**config.mk**
```make
export PLATFORM = sky130hd
export DESIGN_NAME = sha256_stream_hasher
export DESIGN_NICKNAME = d
export VERILOG_FILES = /design/src/rtl/shs_pkg.sv /design/src/rtl/shs_core.sv /design/src/rtl/sha256_stream_hasher.sv
export SDC_FILE = /design/constraint.sdc
export NUM_CORES = 2
export LEC_CHECK = 0
export BUFFER_PORTS_ARGS = -buffer_cell sky130_fd_sc_hd__buf_2
export CELL_PAD_IN_SITES_DETAIL_PLACEMENT = 1
export CELL_PAD_IN_SITES_GLOBAL_PLACEMENT = 2
export CORE_MARGIN = 4
export CORE_UTILIZATION = 47
export CTS_CLUSTER_DIAMETER = 30
export DETAILED_ROUTE_END_ITERATION = 10
export GPL_TIMING_DRIVEN = 0
export PLACE_DENSITY_LB_ADDON = 0.1
export SLEW_MARGIN = 10
export SYNTH_ARGS = -nofsm -noshare
export SYNTH_HDL_FRONTEND = slang
export SYNTH_SLANG_ARGS = --single-unit
```
**constraint.sdc**
```tcl
create_clock -name clk_i -period 78.6 [get_ports clk_i]
set_clock_uncertainty 0.1 [all_clocks]
set_input_delay 7.86 -clock clk_i [delete_from_list [all_inputs] [get_ports clk_i]]
set_output_delay 7.86 -clock clk_i [all_outputs]
set_load 0.01 [all_outputs]
```
**src/rtl/shs_pkg.sv**
```systemverilog
package shs_pkg;

  localparam int unsigned WordW = 32;
  localparam int unsigned BlockW = 512;
  localparam int unsigned Rounds = 64;
  localparam int unsigned BlockBytes = 64;
  localparam int unsigned LenBytesAt = 56;

  typedef logic [WordW-1:0] word_t;

  typedef struct packed {
    logic start;
    logic init;
  } shs_ctrl_t;

  localparam word_t InitHash [8] = '{
    32'h6a09e667, 32'hbb67ae85, 32'h3c6ef372, 32'ha54ff53a,
    32'h510e527f, 32'h9b05688c, 32'h1f83d9ab, 32'h5be0cd19
  };

  localparam word_t RoundK [Rounds] = '{
    32'h428a2f98, 32'h71374491, 32'hb5c0fbcf, 32'he9b5dba5,
    32'h3956c25b, 32'h59f111f1, 32'h923f82a4, 32'hab1c5ed5,
    32'hd807aa98, 32'h12835b01, 32'h243185be, 32'h550c7dc3,
    32'h72be5d74, 32'h80deb1fe, 32'h9bdc06a7, 32'hc19bf174,
    32'he49b69c1, 32'hefbe4786, 32'h0fc19dc6, 32'h240ca1cc,
    32'h2de92c6f, 32'h4a7484aa, 32'h5cb0a9dc, 32'h76f988da,
    32'h983e5152, 32'ha831c66d, 32'hb00327c8, 32'hbf597fc7,
    32'hc6e00bf3, 32'hd5a79147, 32'h06ca6351, 32'h14292967,
    32'h27b70a85, 32'h2e1b2138, 32'h4d2c6dfc, 32'h53380d13,
    32'h650a7354, 32'h766a0abb, 32'h81c2c92e, 32'h92722c85,
    32'ha2bfe8a1, 32'ha81a664b, 32'hc24b8b70, 32'hc76c51a3,
    32'hd192e819, 32'hd6990624, 32'hf40e3585, 32'h106aa070,
    32'h19a4c116, 32'h1e376c08, 32'h2748774c, 32'h34b0bcb5,
    32'h391c0cb3, 32'h4ed8aa4a, 32'h5b9cca4f, 32'h682e6ff3,
    32'h748f82ee, 32'h78a5636f, 32'h84c87814, 32'h8cc70208,
    32'h90befffa, 32'ha4506ceb, 32'hbef9a3f7, 32'hc67178f2
  };

  function automatic word_t rotr(input word_t x, input int unsigned n);
    return (x >> n) | (x << (WordW - n));
  endfunction

  function automatic word_t big_sigma0(input word_t x);
    return rotr(x, 2) ^ rotr(x, 13) ^ rotr(x, 22);
  endfunction

  function automatic word_t big_sigma1(input word_t x);
    return rotr(x, 6) ^ rotr(x, 11) ^ rotr(x, 25);
  endfunction

  function automatic word_t small_sigma0(input word_t x);
    return rotr(x, 7) ^ rotr(x, 18) ^ (x >> 3);
  endfunction

  function automatic word_t small_sigma1(input word_t x);
    return rotr(x, 17) ^ rotr(x, 19) ^ (x >> 10);
  endfunction

endpackage

```
**src/rtl/shs_core.sv**
```systemverilog
module shs_core (
  input  logic                          clk_i,
  input  logic                          rst_ni,
  input  shs_pkg::shs_ctrl_t            ctrl_i,
  input  logic [shs_pkg::BlockW-1:0]    block_i,
  output logic                          done_o,
  output shs_pkg::word_t                chain_o [8]
);

  typedef enum logic [1:0] {
    CoreIdle,
    CoreRound,
    CoreFinal
  } core_state_e;

  core_state_e    state_q, state_d;
  logic [5:0]     round_q, round_d;
  shs_pkg::word_t chain_q [8];
  shs_pkg::word_t chain_d [8];
  shs_pkg::word_t v_q [8];
  shs_pkg::word_t v_d [8];
  shs_pkg::word_t w_q [16];
  shs_pkg::word_t w_d [16];

  shs_pkg::word_t t1, t2, ch, maj, w_new;

  always_comb begin
    ch    = (v_q[4] & v_q[5]) ^ (~v_q[4] & v_q[6]);
    maj   = (v_q[0] & v_q[1]) ^ (v_q[0] & v_q[2]) ^ (v_q[1] & v_q[2]);
    t1    = v_q[7] + shs_pkg::big_sigma1(v_q[4]) + ch + shs_pkg::RoundK[round_q] + w_q[0];
    t2    = shs_pkg::big_sigma0(v_q[0]) + maj;
    w_new = shs_pkg::small_sigma1(w_q[14]) + w_q[9] + shs_pkg::small_sigma0(w_q[1]) + w_q[0];
  end

  always_comb begin
    state_d = state_q;
    round_d = round_q;
    chain_d = chain_q;
    v_d     = v_q;
    w_d     = w_q;
    done_o  = 1'b0;
    unique case (state_q)
      CoreIdle: begin
        if (ctrl_i.init) begin
          chain_d = shs_pkg::InitHash;
        end
        if (ctrl_i.start) begin
          v_d     = chain_q;
          round_d = '0;
          for (int i = 0; i < 16; i++) begin
            w_d[i] = block_i[shs_pkg::BlockW-1-32*i -: 32];
          end
          state_d = CoreRound;
        end
      end
      CoreRound: begin
        v_d[7] = v_q[6];
        v_d[6] = v_q[5];
        v_d[5] = v_q[4];
        v_d[4] = v_q[3] + t1;
        v_d[3] = v_q[2];
        v_d[2] = v_q[1];
        v_d[1] = v_q[0];
        v_d[0] = t1 + t2;
        for (int i = 0; i < 15; i++) begin
          w_d[i] = w_q[i+1];
        end
        w_d[15] = w_new;
        round_d = round_q + 6'd1;
        if (round_q == 6'(shs_pkg::Rounds - 1)) begin
          state_d = CoreFinal;
        end
      end
      CoreFinal: begin
        for (int i = 0; i < 8; i++) begin
          chain_d[i] = chain_q[i] + v_q[i];
        end
        done_o  = 1'b1;
        state_d = CoreIdle;
      end
      default: state_d = CoreIdle;
    endcase
  end

  always_ff @(posedge clk_i or negedge rst_ni) begin
    if (!rst_ni) begin
      state_q <= CoreIdle;
      round_q <= '0;
      chain_q <= shs_pkg::InitHash;
    end else begin
      state_q <= state_d;
      round_q <= round_d;
      chain_q <= chain_d;
    end
  end

  always_ff @(posedge clk_i) begin
    v_q <= v_d;
    w_q <= w_d;
  end

  assign chain_o = chain_q;

endmodule

```
**src/rtl/sha256_stream_hasher.sv**
```systemverilog
// SHA-256 over a byte stream. Each input item carries at most one message byte and may
// mark the end of the message; the hash state returns to the initial value after every
// digest. A byte item is taken without stalling, except that the 64th byte of a block starts
// a compression in the shared round unit, which runs one round per cycle and holds input
// off until it is done. An end item pads one byte per cycle (pausing while a compression
// runs) up to the length field, runs one or two compressions, and then offers the eight
// digest words, word 0 first, one per cycle while the output is not stalled; no input
// is taken until the last word has been delivered.
module sha256_stream_hasher (
  input  logic        clk_i,
  input  logic        rst_ni,
  input  logic        in_valid_i,
  output logic        in_stall_o,
  input  logic [7:0]  data_byte_i,
  input  logic        has_byte_i,
  input  logic        end_of_message_i,
  output logic        out_valid_o,
  input  logic        out_stall_i,
  output logic [31:0] digest_word_o,
  output logic [2:0]  word_index_o,
  output logic        last_word_o
);

  typedef enum logic [2:0] {
    StIdle,
    StPad,
    StLen,
    StComp,
    StEmit
  } state_e;

  state_e      state_q, state_d;
  state_e      after_q, after_d;
  logic        first_q, first_d;
  logic        start_q, start_d;
  logic        out_valid_q, out_valid_d;
  logic [6:0]  fill_q, fill_d;
  logic [63:0] len_q, len_d;
  logic [2:0]  idx_q, idx_d;
  logic [shs_pkg::BlockW-1:0] buf_q;

  logic        shift_en;
  logic [7:0]  shift_byte;
  logic        core_done;
  shs_pkg::shs_ctrl_t ctrl;
  shs_pkg::word_t     chain [8];

  always_comb begin
    state_d     = state_q;
    after_d     = after_q;
    first_d     = first_q;
    start_d     = 1'b0;
    out_valid_d = out_valid_q;
    fill_d      = fill_q;
    len_d       = len_q;
    idx_d       = idx_q;
    shift_en    = 1'b0;
    shift_byte  = data_byte_i;
    ctrl.init   = 1'b0;
    unique case (state_q)
      StIdle: begin
        if (in_valid_i) begin
          if (has_byte_i) begin
            shift_en = 1'b1;
            fill_d   = fill_q + 7'd1;
            len_d    = len_q + 64'd8;
          end
          if (has_byte_i && fill_q == 7'(shs_pkg::BlockBytes - 1)) begin
            fill_d  = '0;
            start_d = 1'b1;
            state_d = StComp;
            after_d = end_of_message_i ? StPad : StIdle;
            first_d = 1'b1;
          end else if (end_of_message_i) begin
            state_d = StPad;
            first_d = 1'b1;
          end
        end
      end
      StPad: begin
        shift_byte = first_q ? 8'h80 : 8'h00;
        if (!first_q && fill_q == 7'(shs_pkg::LenBytesAt)) begin
          state_d = StLen;
        end else begin
          shift_en = 1'b1;
          first_d  = 1'b0;
          fill_d   = fill_q + 7'd1;
          if (fill_q == 7'(shs_pkg::BlockBytes - 1)) begin
            fill_d  = '0;
            start_d = 1'b1;
            state_d = StComp;
            after_d = StPad;
          end
        end
      end
      StLen: begin
        shift_byte = len_q[63:56];
        shift_en   = 1'b1;
        len_d      = {len_q[55:0], 8'h00};
        fill_d     = fill_q + 7'd1;
        if (fill_q == 7'(shs_pkg::BlockBytes - 1)) begin
          fill_d  = '0;
          start_d = 1'b1;
          state_d = StComp;
          after_d = StEmit;
        end
      end
      StComp: begin
        if (core_done) begin
          state_d = after_q;
          if (after_q == StEmit) begin
            out_valid_d = 1'b1;
            idx_d       = '0;
          end
        end
      end
      StEmit: begin
        if (!out_stall_i) begin
          if (idx_q == 3'd7) begin
            out_valid_d = 1'b0;
            ctrl.init   = 1'b1;
            len_d       = '0;
            fill_d      = '0;
            state_d     = StIdle;
          end else begin
            idx_d = idx_q + 3'd1;
          end
        end
      end
      default: state_d = StIdle;
    endcase
    ctrl.start = start_q;
  end

  always_ff @(posedge clk_i or negedge rst_ni) begin
    if (!rst_ni) begin
      state_q     <= StIdle;
      after_q     <= StIdle;
      first_q     <= 1'b0;
      start_q     <= 1'b0;
      out_valid_q <= 1'b0;
      fill_q      <= '0;
      len_q       <= '0;
      idx_q       <= '0;
    end else begin
      state_q     <= state_d;
      after_q     <= after_d;
      first_q     <= first_d;
      start_q     <= start_d;
      out_valid_q <= out_valid_d;
      fill_q      <= fill_d;
      len_q       <= len_d;
      idx_q       <= idx_d;
    end
  end

  always_ff @(posedge clk_i) begin
    if (shift_en) begin
      buf_q <= {buf_q[shs_pkg::BlockW-9:0], shift_byte};
    end
  end

  shs_core u_core (
    .clk_i   (clk_i),
    .rst_ni  (rst_ni),
    .ctrl_i  (ctrl),
    .block_i (buf_q),
    .done_o  (core_done),
    .chain_o (chain)
  );

  assign in_stall_o    = (state_q != StIdle);
  assign out_valid_o   = out_valid_q;
  assign digest_word_o = chain[idx_q];
  assign word_index_o  = idx_q;
  assign last_word_o   = (idx_q == 3'd7);

endmodule

```
==> run summary <==
Peak supply drop: 0.05646 mV
initial antenna violation count: 17
Resize count post-CTS: 0
area of the mapped netlist: 91,350 µm²
Seq/Total Area, Yosys: 51.66%
EDFF count, synth: 1,280
clock-pin slew on the worst setup and hold paths: 0.05 ns
share of layout cells above drive strength 1: 11.39%
crit path kind: flop to flop
fillcell total: 20,350
routed vias/inst: 6.113
slowest cell on the critical path: o21ai_0
Pleak: 0.04418 µW
CP Launch Type: flop
Post-Syn Instances: 8,818
DRT antenna net count: 0
Clock Sinks: 1,623
Die ar.: 201,500 µm²
most frequent cell after synthesis: nand2_1
DRT Pass-1 Iters: 6
total setup buffers inserted after CTS: 0
Initial Utilization: 47.34%
status: finished, final reports clean
max-slew violations: 0
number of synthesis warnings: 0
synth top area cells: edfxtp_1 42%, nand2_1 10%, dfrtp_1 5.7%
PD cells: 48.38 nW/µm²
Initial DRC Count: 7,205
total global-route track usage: 37.31%
synthesized area per cell: 10.36 µm²
CORE AREA: 193,000 µm²
#FFs+latches synth: 1,623
H-tree depth: 5
crit end category: flop
Root Driver: clkbuf_16
Clk Latency, worst-skew pair: 1.01 ns
cell taking the most area after synthesis: edfxtp_1
Yosys cell types: 95
post-synth top area share: 42.08%
vias in the first global route: 78,640
asr flop ratio synth: 21.13%
endpoints failing hold: 0
RSZ-0062 raised after global routing: false
Worst Path Max Fanout: 10
CTS tree: built
Slew @ Worst Pin: 1.360 ns
GR Overflow Total: 0
Slew headroom: 9.350%
Worst Path Required: 79.12 ns
Area growth syn-to-layout: 19.95%
most used flip-flop cell after synthesis: edfxtp_1
GP Congestion: 1.000
DPL Wire Length: 281.6 mm
Synthesized Nets: 9,425
# rows: 161
Max Clk Rate: 0.07470 GHz
setup tns final: 0 ns
Critical Path Most Common Cell: fa_1
largest net degree at the start of global routing: 97
Worst Path Arrival: 13.91 ns
Ports: 52
final WL: 384.1 mm
Final Util: 56.78%
port bufs: 51
Post-CTS Hold Fix Bufs: 0
Final period util: 17.03%
Final nets: 9,926
Chip Height: 448.9 µm
vias post-DR: 74,540
Hold Crit Class: flop to flop
maxcap violations: 0
DIE WIDTH: 448.9 µm
Final WS setup: 65.21 ns
Place WS: 65.74 ns
CTS buffer count: 405
Tmin final: 13.39 ns
first-pass GRT wire length: 550.6 mm
clock tree buffer depth: 4
R2R Setup Slk: 65.21 ns
Post-synth top cells: 2,469 x nand2_1, 1,280 x edfxtp_1, 528 x o21ai_0, 505 x a21oi_1, 398 x ha_1
WL per Instance: 31.50 µm
DR DRC count: 0
Max stage delay on crit path: 0.93 ns
final setup fails: 0
==> logic make-up (layout without fill, tap and decap cells) <==
family	after synthesis	after routing	share of synthesized area [%]
other	0	15	0
DFF	1623	1623	51.66
AOI/OAI and AO/OA	1791	1791	12.19
and+or+nand+nor	3391	3391	15.34
muxes	142	142	2.585
buffers and inverters	693	1528	2.868
adders and majority gates	618	618	9.998
xor gates and xnor gates	560	560	5.369
==> final timing paths <==
kind,cells past startpoint,from,to
max,33,u_core.round_q[0],u_core.v_q[255]
min,0,buf_q[17],buf_q[25]
max reg2reg,33,u_core.round_q[0],u_core.v_q[255]
min reg2reg,0,buf_q[17],buf_q[25]
max in group asynchronous,3,rst_ni,len_q[63]
min in group asynchronous,1,rst_ni,u_core.chain_o[51]
==> layout by cell type, fill, tap and decap left out, types with 106 or more instances in the layout <==
| cell | n |
|---|---|
| dfrtp_1 | 207 |
| a21oi_1 | 505 |
| xor2_1 | 172 |
| clkbuf_16 | 405 |
| edfxtp_1 | 1280 |
| a21o_1 | 165 |
| o21ai_0 | 528 |
| nor2_1 | 373 |
| clkbuf_1 | 419 |
| dfstp_2 | 136 |
| xnor2_1 | 388 |
| fa_1 | 195 |
| nor3_1 | 106 |
| ha_1 | 398 |
| nand2_1 | 2469 |
| inv_1 | 258 |
==> metrics by stage <==
step                total power (µW)  cell area (µm²)  cells  hold slack, ns
floorplan                       2867            91350   8818          0.3174
global placement                3687            94770  11400          0.3283
detailed placement              3546            95870  11440          0.3351
CTS                             5280           109500  12180          0.2810
global route                    5545           109600  12190          0.3029
finish                          5301           109600  12190          0.2934
==> metal layers <==
metal | routed length [µm] | global-route usage (%) | vias to the layer above
met1 | 149400 | 46.25 | 38230
li1 | - | - | 32220
met2 | 180300 | 60.46 | 3098
met5 | 45 | 0 | -
met4 | 29440 | 24.68 | 6
met3 | 24980 | 6.161 | 984
==> state kept, by name, summed over array words and instances, names as in the netlist <==
name	flops
u_core.round_q	6
fill_q	7
state_q	3
word_index_o	3
u_core.v_q	256
len_q	61
out_valid_o	1
first_q	1
start_q	1
u_core.state_q	2
u_core.chain_o	256
u_core.w_q	512
buf_q	512
after_q	2
==> layout make-up <==
cell class	instances	area, µm²	share of cell area, %
clock inverters	268	3097	2.826
repair buffers	94	1334	1.217
well taps	2526	3161	2.884
diodes	15	37.54	0.03426
inverters	261	987.2	0.9009
multi-input cells	6502	41560	37.93
clock buffers	473	10540	9.619
plain buffers	432	1670	1.524
flip-flops and latches	1623	47190	43.07
==> power breakdown <==
group          total [µW]  internal, µW  switching (µW)
registers            1320          1200             125
logic                2290           798            1500
clock network        1680          1130             554
==> critical path, delay by kind of cell, from the launching register on <==
family	cells	cell delay, ns
buffers and inverters	5	1.79
XOR/XNOR	3	1.30
AO/OA/AOI/OAI	9	3.75
AND/OR/NAND/NOR	9	2.18
adder cells (fa/ha/maj)	7	3.34
flip-flops	1	0.57
Note: power is estimated with default switching activity, not from simulation.
